[config.mk]
export PLATFORM = sky130hd
export DESIGN_NAME = gain_tuning_frame_parser_top
export DESIGN_NICKNAME = d
export VERILOG_FILES = /design/src/rtl/core/gtfp_pkg.sv /design/src/rtl/core/gain_tuning_frame_parser_top.sv
export SDC_FILE = /design/constraint.sdc
export NUM_CORES = 1
export LEC_CHECK = 0
export ABC_CLOCK_PERIOD_IN_PS = 1900
export BUFFER_PORTS_ARGS = -buffer_cell sky130_fd_sc_hd__buf_4
export CAP_MARGIN = 20
export CORE_MARGIN = 2
export CORE_UTILIZATION = 45
export CTS_BUF_LIST = sky130_fd_sc_hd__clkbuf_2
export DETAILED_ROUTE_END_ITERATION = 10
export GPL_ROUTABILITY_DRIVEN = 0
export HOLD_SLACK_MARGIN = 0.06
export PLACE_DENSITY = 0.67
export SLEW_MARGIN = 15
export SYNTH_ARGS = -nofsm -noshare
export SYNTH_HDL_FRONTEND = slang
export SYNTH_SLANG_ARGS = --single-unit
[constraint.sdc]
create_clock -name clk -period 1.9 [get_ports clk]
set_clock_uncertainty 0.2 [all_clocks]
set_input_delay 0.19 -clock clk [delete_from_list [all_inputs] [get_ports clk]]
set_output_delay 0.19 -clock clk [all_outputs]
set_load 0.01 [all_outputs]
[src/rtl/core/gtfp_pkg.sv]
// ----------------------------------------------------------------------------
// gtfp_pkg: gain tuning frame parser shared definitions
// Frame byte codes, frame length and the gain select codes.
// ----------------------------------------------------------------------------
package gtfp_pkg;

  // frame byte codes
  localparam logic [7:0] START_BYTE = 8'h24;  // '$'
  localparam logic [7:0] LETTER_P   = 8'h70;  // 'p'
  localparam logic [7:0] LETTER_I   = 8'h69;  // 'i'
  localparam logic [7:0] LETTER_D   = 8'h64;  // 'd'
  localparam logic [7:0] MINUS_BYTE = 8'h2D;  // '-'

  // frame layout
  localparam int unsigned FRAME_LEN    = 8;
  localparam int unsigned STORED_BYTES = FRAME_LEN - 2;
  localparam int unsigned POS_W        = $clog2(FRAME_LEN);

  typedef logic [POS_W-1:0] pos_t;

  localparam pos_t LAST_POS = pos_t'(FRAME_LEN - 1);

  // gain select codes
  typedef logic [1:0] gain_sel_t;
  localparam gain_sel_t GAIN_NONE = 2'd0;
  localparam gain_sel_t GAIN_P    = 2'd1;
  localparam gain_sel_t GAIN_I    = 2'd2;
  localparam gain_sel_t GAIN_D    = 2'd3;

endpackage

[src/rtl/core/gain_tuning_frame_parser_top.sv]
// ----------------------------------------------------------------------------
// gain_tuning_frame_parser_top: 8-byte gain tuning frame parser
// Usage:
//   Input channel (in_valid, in_stall, rx_byte) carries one received serial
//   byte per item. Output channel (out_valid, out_stall, frame_end,
//   checksum_ok, gain_select, gain_bits) gives one result item per byte.
//   Frames are '$', command letter, sign byte, four little-endian float
//   bytes and a modulo-256 checksum of the first seven bytes. Bytes other
//   than '$' while hunting produce an all-zero result.
//   The result of a byte is registered and shown in the cycle after it is
//   taken. Throughput: one byte per cycle unless out_stall holds a result;
//   frame state is registered, the result sits in a single output register.
//   Stall: while out_stall holds a waiting result, in_stall goes high;
//   a new byte is taken in the same cycle the waiting result is taken.
//   Reset (rst, synchronous): byte count and running sum go to zero
//   (hunting) and the output register empties; stored frame bytes keep
//   their contents and are always rewritten before use.
// ----------------------------------------------------------------------------
module gain_tuning_frame_parser_top (
  input  logic        clk,
  input  logic        rst,
  input  logic        in_valid,
  output logic        in_stall,
  input  logic [7:0]  rx_byte,
  output logic        out_valid,
  input  logic        out_stall,
  output logic        frame_end,
  output logic        checksum_ok,
  output logic [1:0]  gain_select,
  output logic [31:0] gain_bits
);

  // frame state
  gtfp_pkg::pos_t byte_count;
  gtfp_pkg::pos_t byte_count_next;
  logic [7:0]     running_sum;
  logic [7:0]     running_sum_next;
  logic [7:0]     frame_bytes [0:gtfp_pkg::STORED_BYTES-1];

  logic                accept;
  logic                drop;
  logic                last;
  logic                store;
  gtfp_pkg::pos_t      store_idx;
  logic                sum_match;
  gtfp_pkg::gain_sel_t sel;
  logic [31:0]         bits;
  logic                res_end;
  logic                res_ok;
  gtfp_pkg::gain_sel_t res_sel;
  logic [31:0]         res_bits;

  // handshake: take a byte when the output register is free or emptying
  assign in_stall = out_valid && out_stall;
  assign accept   = in_valid && !in_stall;

  // position decode
  assign drop      = (byte_count == '0) && (rx_byte != gtfp_pkg::START_BYTE);
  assign last      = (byte_count == gtfp_pkg::LAST_POS);
  assign store     = (byte_count != '0) && !last;
  assign store_idx = byte_count - gtfp_pkg::pos_t'(1);

  // frame state next values
  always_comb begin
    byte_count_next  = byte_count;
    running_sum_next = running_sum;
    if (accept && !drop) begin
      if (last) begin
        byte_count_next  = '0;
        running_sum_next = '0;
      end else begin
        byte_count_next  = byte_count + gtfp_pkg::pos_t'(1);
        running_sum_next = running_sum + rx_byte;
      end
    end
  end

  always_ff @(posedge clk) begin
    if (rst) begin
      byte_count  <= '0;
      running_sum <= '0;
    end else begin
      byte_count  <= byte_count_next;
      running_sum <= running_sum_next;
    end
  end

  // letter, sign and payload bytes
  always_ff @(posedge clk) begin
    if (accept && store) begin
      frame_bytes[store_idx] <= rx_byte;
    end
  end

  // command decode
  always_comb begin
    case (frame_bytes[0])
      gtfp_pkg::LETTER_P: sel = gtfp_pkg::GAIN_P;
      gtfp_pkg::LETTER_I: sel = gtfp_pkg::GAIN_I;
      gtfp_pkg::LETTER_D: sel = gtfp_pkg::GAIN_D;
      default:            sel = gtfp_pkg::GAIN_NONE;
    endcase
  end

  // float pattern with optional sign flip
  always_comb begin
    bits = {frame_bytes[5], frame_bytes[4], frame_bytes[3], frame_bytes[2]};
    if (frame_bytes[1] == gtfp_pkg::MINUS_BYTE) begin
      bits[31] = ~bits[31];
    end
  end

  // result of this byte
  assign sum_match = (running_sum == rx_byte);
  assign res_end   = last;
  assign res_ok    = last && sum_match;
  assign res_sel   = res_ok ? sel : gtfp_pkg::GAIN_NONE;
  assign res_bits  = (res_sel != gtfp_pkg::GAIN_NONE) ? bits : 32'd0;

  // output register control
  always_ff @(posedge clk) begin
    if (rst) begin
      out_valid <= 1'b0;
    end else if (accept) begin
      out_valid <= 1'b1;
    end else if (!out_stall) begin
      out_valid <= 1'b0;
    end
  end

  // output register payload
  always_ff @(posedge clk) begin
    if (accept) begin
      frame_end   <= res_end;
      checksum_ok <= res_ok;
      gain_select <= res_sel;
      gain_bits   <= res_bits;
    end
  end

`ifndef SYNTHESIS
  // a good checksum is only reported on a frame end
  a_ok_needs_end: assert property (@(posedge clk) disable iff (rst)
    out_valid && checksum_ok |-> frame_end)
    else $error("checksum_ok without frame_end");

  // a gain is only selected by a good frame
  a_sel_needs_ok: assert property (@(posedge clk) disable iff (rst)
    out_valid && (gain_select != gtfp_pkg::GAIN_NONE) |-> checksum_ok)
    else $error("gain_select set without checksum_ok");

  // a start byte while hunting opens a frame
  a_start_opens: assert property (@(posedge clk) disable iff (rst)
    accept && (byte_count == '0) && (rx_byte == gtfp_pkg::START_BYTE)
    |=> byte_count == gtfp_pkg::pos_t'(1))
    else $error("start byte did not open a frame");

  // the checksum byte always returns to hunting
  a_last_clears: assert property (@(posedge clk) disable iff (rst)
    accept && last |=> (byte_count == '0) && (running_sum == '0))
    else $error("frame state not cleared after checksum byte");

  // input stalls only behind a waiting result
  a_stall_cause: assert property (@(posedge clk) disable iff (rst)
    in_stall |-> out_valid && out_stall)
    else $error("input stalled with a free output register");
`endif

endmodule
==> summary.md <==
| Metric | Value |
|---|---|
| Hold Crit Endpoint | frame_bytes[4][4] |
| CTS buffer count | 9 |
| Die width | 96.08 µm |
| Final Slew Violations | 0 |
| Worst-skew pair later-pin latency | 0.56 ns |
| DRC Markers | 0 |
| Dpl cell area | 4728 µm² |
| I/O pin cnt | 50 |
| R2R Path End | running_sum[4] |
| Max clock buf depth | 2 |
| FF-to-FF path depth | 8 |
| Drt wl/cell | 16.56 µm |
| Synth warn | 0 |
| Crit-path leading delay family | buffers and inverters |
| Antenna violations before repair | 0 |
| Power Dens Cells | 672.8 nW/µm² |
| GRT Residual Overflow | 0 |
| Critical Path Slowest Stage Cell | dlygate4sd3_1 |
| Reg clk slew, reported paths | 0.29 ns |
| # rows | 33 |
| Number of synthesized register bits | 96 |
| Netlist cell types | 45 |
| CP Launch Type | input port |
| Post-synth EDFFs | 84 |
| Setup violators final | 64 |
| Vias per cell | 5.091 |
| WP data required | 2.21 ns |
| Min cycle time layout | 2.121 ns |
| Multiplexer share of the synthesized area | 0.7871% |
| Synth area leader | edfxtp_1 |
| CTS tree | done |
| Hpwl dp | 4894 µm |
| Setup TNS | -6.316 ns |
| Final ANT Viol Nets | 0 |
| Post-Syn Nets | 280 |
| Area delta synth->final | 43.85% |
| Leak | 2.032 nW |
| Worst-path cell chain | buf_4 > dlygate4sd3_1 > ha_4 > inv_2 > fa_2 > nor2b_2 > o21a_1 > o21a_1 > or4_1 > a21oi_1 |
| Root Buffer | clkbuf_2 |
| NumNets Final | 398 |
| Most frequent CP cell | o21a_1 |
| Diodes inserted | 0 |
| First-pass GRT wire length | 12,070 µm |
| Hold_ws | -0.2910 ns |
| WS Path Type | input port to flop |
| Final non-filler cell total | 484 |
| Fmax | 471.5 MHz |
| Main combinational cell family by area after synthesis | simple AND/OR/NAND/NOR gates |
| Status | finished with violations |
| CP Buf/Inv Count | 3 |
| M2 GR Usage | 30.67% |
| Grt met3 use | 3.289% |
| Clock sinks | 96 |
| Maximum fanout along the worst path | 3 |
| Iteration count of the initial detailed-routing pass | 4 |
| Worst hold stages | 1 |
| Initial drt markers | 127 |
| Starting Density | 46.43% |
| Max Cap Viol | 0 |
| Placed Instances | 444 |
| Top-area cell type share of the netlist area | 66.12% |
| Simple-gate share of the synthesized area | 14.63% |
| Die Y | 96.08 µm |
| RSZ-0062 raised after global routing | true |
| GRT busiest layer | met2 |
| Post-CTS Hold Fix Bufs | 13 |
| Port bufs | 49 |
| GRT Total Usage | 18.33% |
| Routed Wire Length | 8015 µm |
| Post-synthesis xor/xnor area fraction | 0.9183% |
| Ranking of synthesized cells by area | edfxtp_1, dfxtp_1, and2_1, ha_1, nand2_1 |
| Primary FF master, synth | edfxtp_1 |
| Core area | 8217 µm² |
| Maximum VDD drop | 304.5 µV |
| Post-synth ARST share | 0% |
| Worst hold path type | input port to flop |
| Slowest stage delay, CP | 0.62 ns |
| Mapped Area | 3815 µm² |
| WP data arrival | 2.43 ns |
| Final period utilization | 111.6% |
| Max_slew headroom | 60.31% |
| HP Start | rx_byte[4] |
| Adder-cell area share of the yosys netlist | 4.133% |
| Post-synthesis compound-gate area fraction | 5.149% |
| Design area | 5488 µm² |
| Hold Fails Final Rpt | 6 |
| Mapped Cells | 256 |
| Pin count of the biggest net entering global routing | 37 |
| Max H-tree Level | 3 |
| Mean Syn Cell Area | 14.90 µm² |
| Via count | 2,464 |
| Vias in the first global route | 2,333 |
| Final WS setup | -0.2208 ns |
| Met1 usage | 23.87% |
| Layout fillers | 573 |
| Worst R2R Start | running_sum[0] |
| Layout cell share with drive strength beyond 1 | 51.45% |
| Violated checks | negative hold slack, negative setup slack |
| Die area | 9230 µm² |
| Worst slew pin tran | 0.5874 ns |
| Setup crit end kind | flop |
| FF-to-FF setup slack | -0.21 ns |
| Seq/Total Area, Yosys | 72.42% |
area by class of cell:
class,instances,area (µm²),share of cell area [%]
sequential,96,2778,50.62
clock buffer,9,45.04,0.8208
clock inverter,7,88.84,1.619
timing repair buffer,115,1050,19.13
multi-input combinational,142,1351,24.62
tap,105,131.4,2.394
inverter,10,43.79,0.7980
layout by cell type (no fill, tap or decap), types with 2 or more instances in the layout:
master         netlist  final
edfxtp_1            84     84
buf_4                0     80
and2_1              33     17
and2_4               0     16
buf_6                1     15
dlygate4sd3_1        0     13
nand2_1             14     11
ha_4                 0     11
dfxtp_2              0      9
clkbuf_2             0      9
inv_1               10      6
a21oi_1              9      5
nor2_2               0      4
nor2_4               0      4
nor2b_1              6      4
a21oi_2              1      4
nor3_1               6      4
buf_12               0      4
xnor2_1              3      3
o21a_1               3      3
or4_1                3      3
nor2_1              11      3
mux2i_1              3      3
inv_8                0      3
nand2b_2             0      2
clkinvlp_4           0      2
inv_2                0      2
a211oi_4             0      2
nand2_2              0      2
nand2b_1             4      2
nor3_2               0      2
or3_4                0      2
nand3_1              2      2
clkinv_4             0      2
buf_16               0      2
dfxtp_1             12      2
worst max-delay path by stage:
stage | startpoint | end | slack [ns] | depth (start not counted)
finish | rx_byte[0] | running_sum[4] | -0.22 | 10
global route | running_sum[4] | gain_bits[14] | -0.29 | 8
CTS | running_sum[0] | running_sum[4] | -0.17 | 8
detailed placement | rx_byte[3] | gain_bits[20] | -0.20 | 8
global placement | rx_byte[3] | gain_bits[25] | -0.19 | 8
floorplan | out_valid | frame_bytes[0][0] | -0.07 | 5
registers in the layout (all words and copies together) (netlist names):
| register | flops |
|---|---|
| running_sum | 8 |
| gain_select | 2 |
| out_valid | 1 |
| frame_end | 1 |
| byte_count | 3 |
| checksum_ok | 1 |
| frame_bytes | 48 |
| gain_bits | 32 |
synthesized netlist by cell type, drive strengths merged (3+ instances only):
cell     n
a211oi   3
a21oi   10
and2    33
clkbuf   7
dfxtp   12
edfxtp  84
ha      11
inv     10
mux2i    3
nand2   14
nand2b   4
nor2    11
nor2b    6
nor3     6
o21a     3
or3      3
or4      3
xnor2    3
power breakdown:
part | total, mW | switching [mW] | internal, mW
sequential | 2.33 | 0.00971 | 2.32
combinational | 0.280 | 0.140 | 0.140
clock | 1.08 | 0.742 | 0.339
total | 3.69 | 0.892 | 2.80
per-stage QoR:
step	total power [mW]	setup WS (ns)	hold slack, ns	util, %
floorplan	2.461	-0.06678	0.08887	-
global placement	2.609	-0.1884	0.2136	57.55
detailed placement	2.613	-0.2024	0.2213	57.55
CTS	3.708	-0.1711	-0.3453	65.13
global route	3.843	-0.2889	-0.3556	66.79
finish	3.692	-0.2208	-0.2910	66.79
repair_timing:
action / 4_1_cts / 5_1_grt
resized for setup: 58 / 35
setup endpoints to repair: 92 / 91
setup buffers: 7 / 6
endpoints found under the hold margin: 60 / 9
pin swaps: 30 / 24
gates cloned: 2 / 0
worst register-to-register path: cells and delay by family (launching register included):
kind / cells / cell delay, ns
compound gates: 3 / 0.54
fa+ha+maj: 2 / 0.36
buf+inv: 1 / 0.05
simple gates: 2 / 0.51
flops: 1 / 0.40
layer usage:
metal	vias up	share of wire, %
li1	1183	-
met1	1203	42
met2	67	52
met3	11	4.3
met4	0	1.6
met5	-	0
cells by family (layout without fill, tap and decap cells):
group | after synthesis | in the layout
multiplexers | 3 | 3
AND/OR/NAND/NOR | 95 | 95
XOR/XNOR | 4 | 4
buffers and inverters | 18 | 141
adder cells (fa/ha/maj) | 12 | 12
flip-flops | 96 | 96
AO/OA/AOI/OAI | 28 | 28
(Power assumes the default switching activity.)
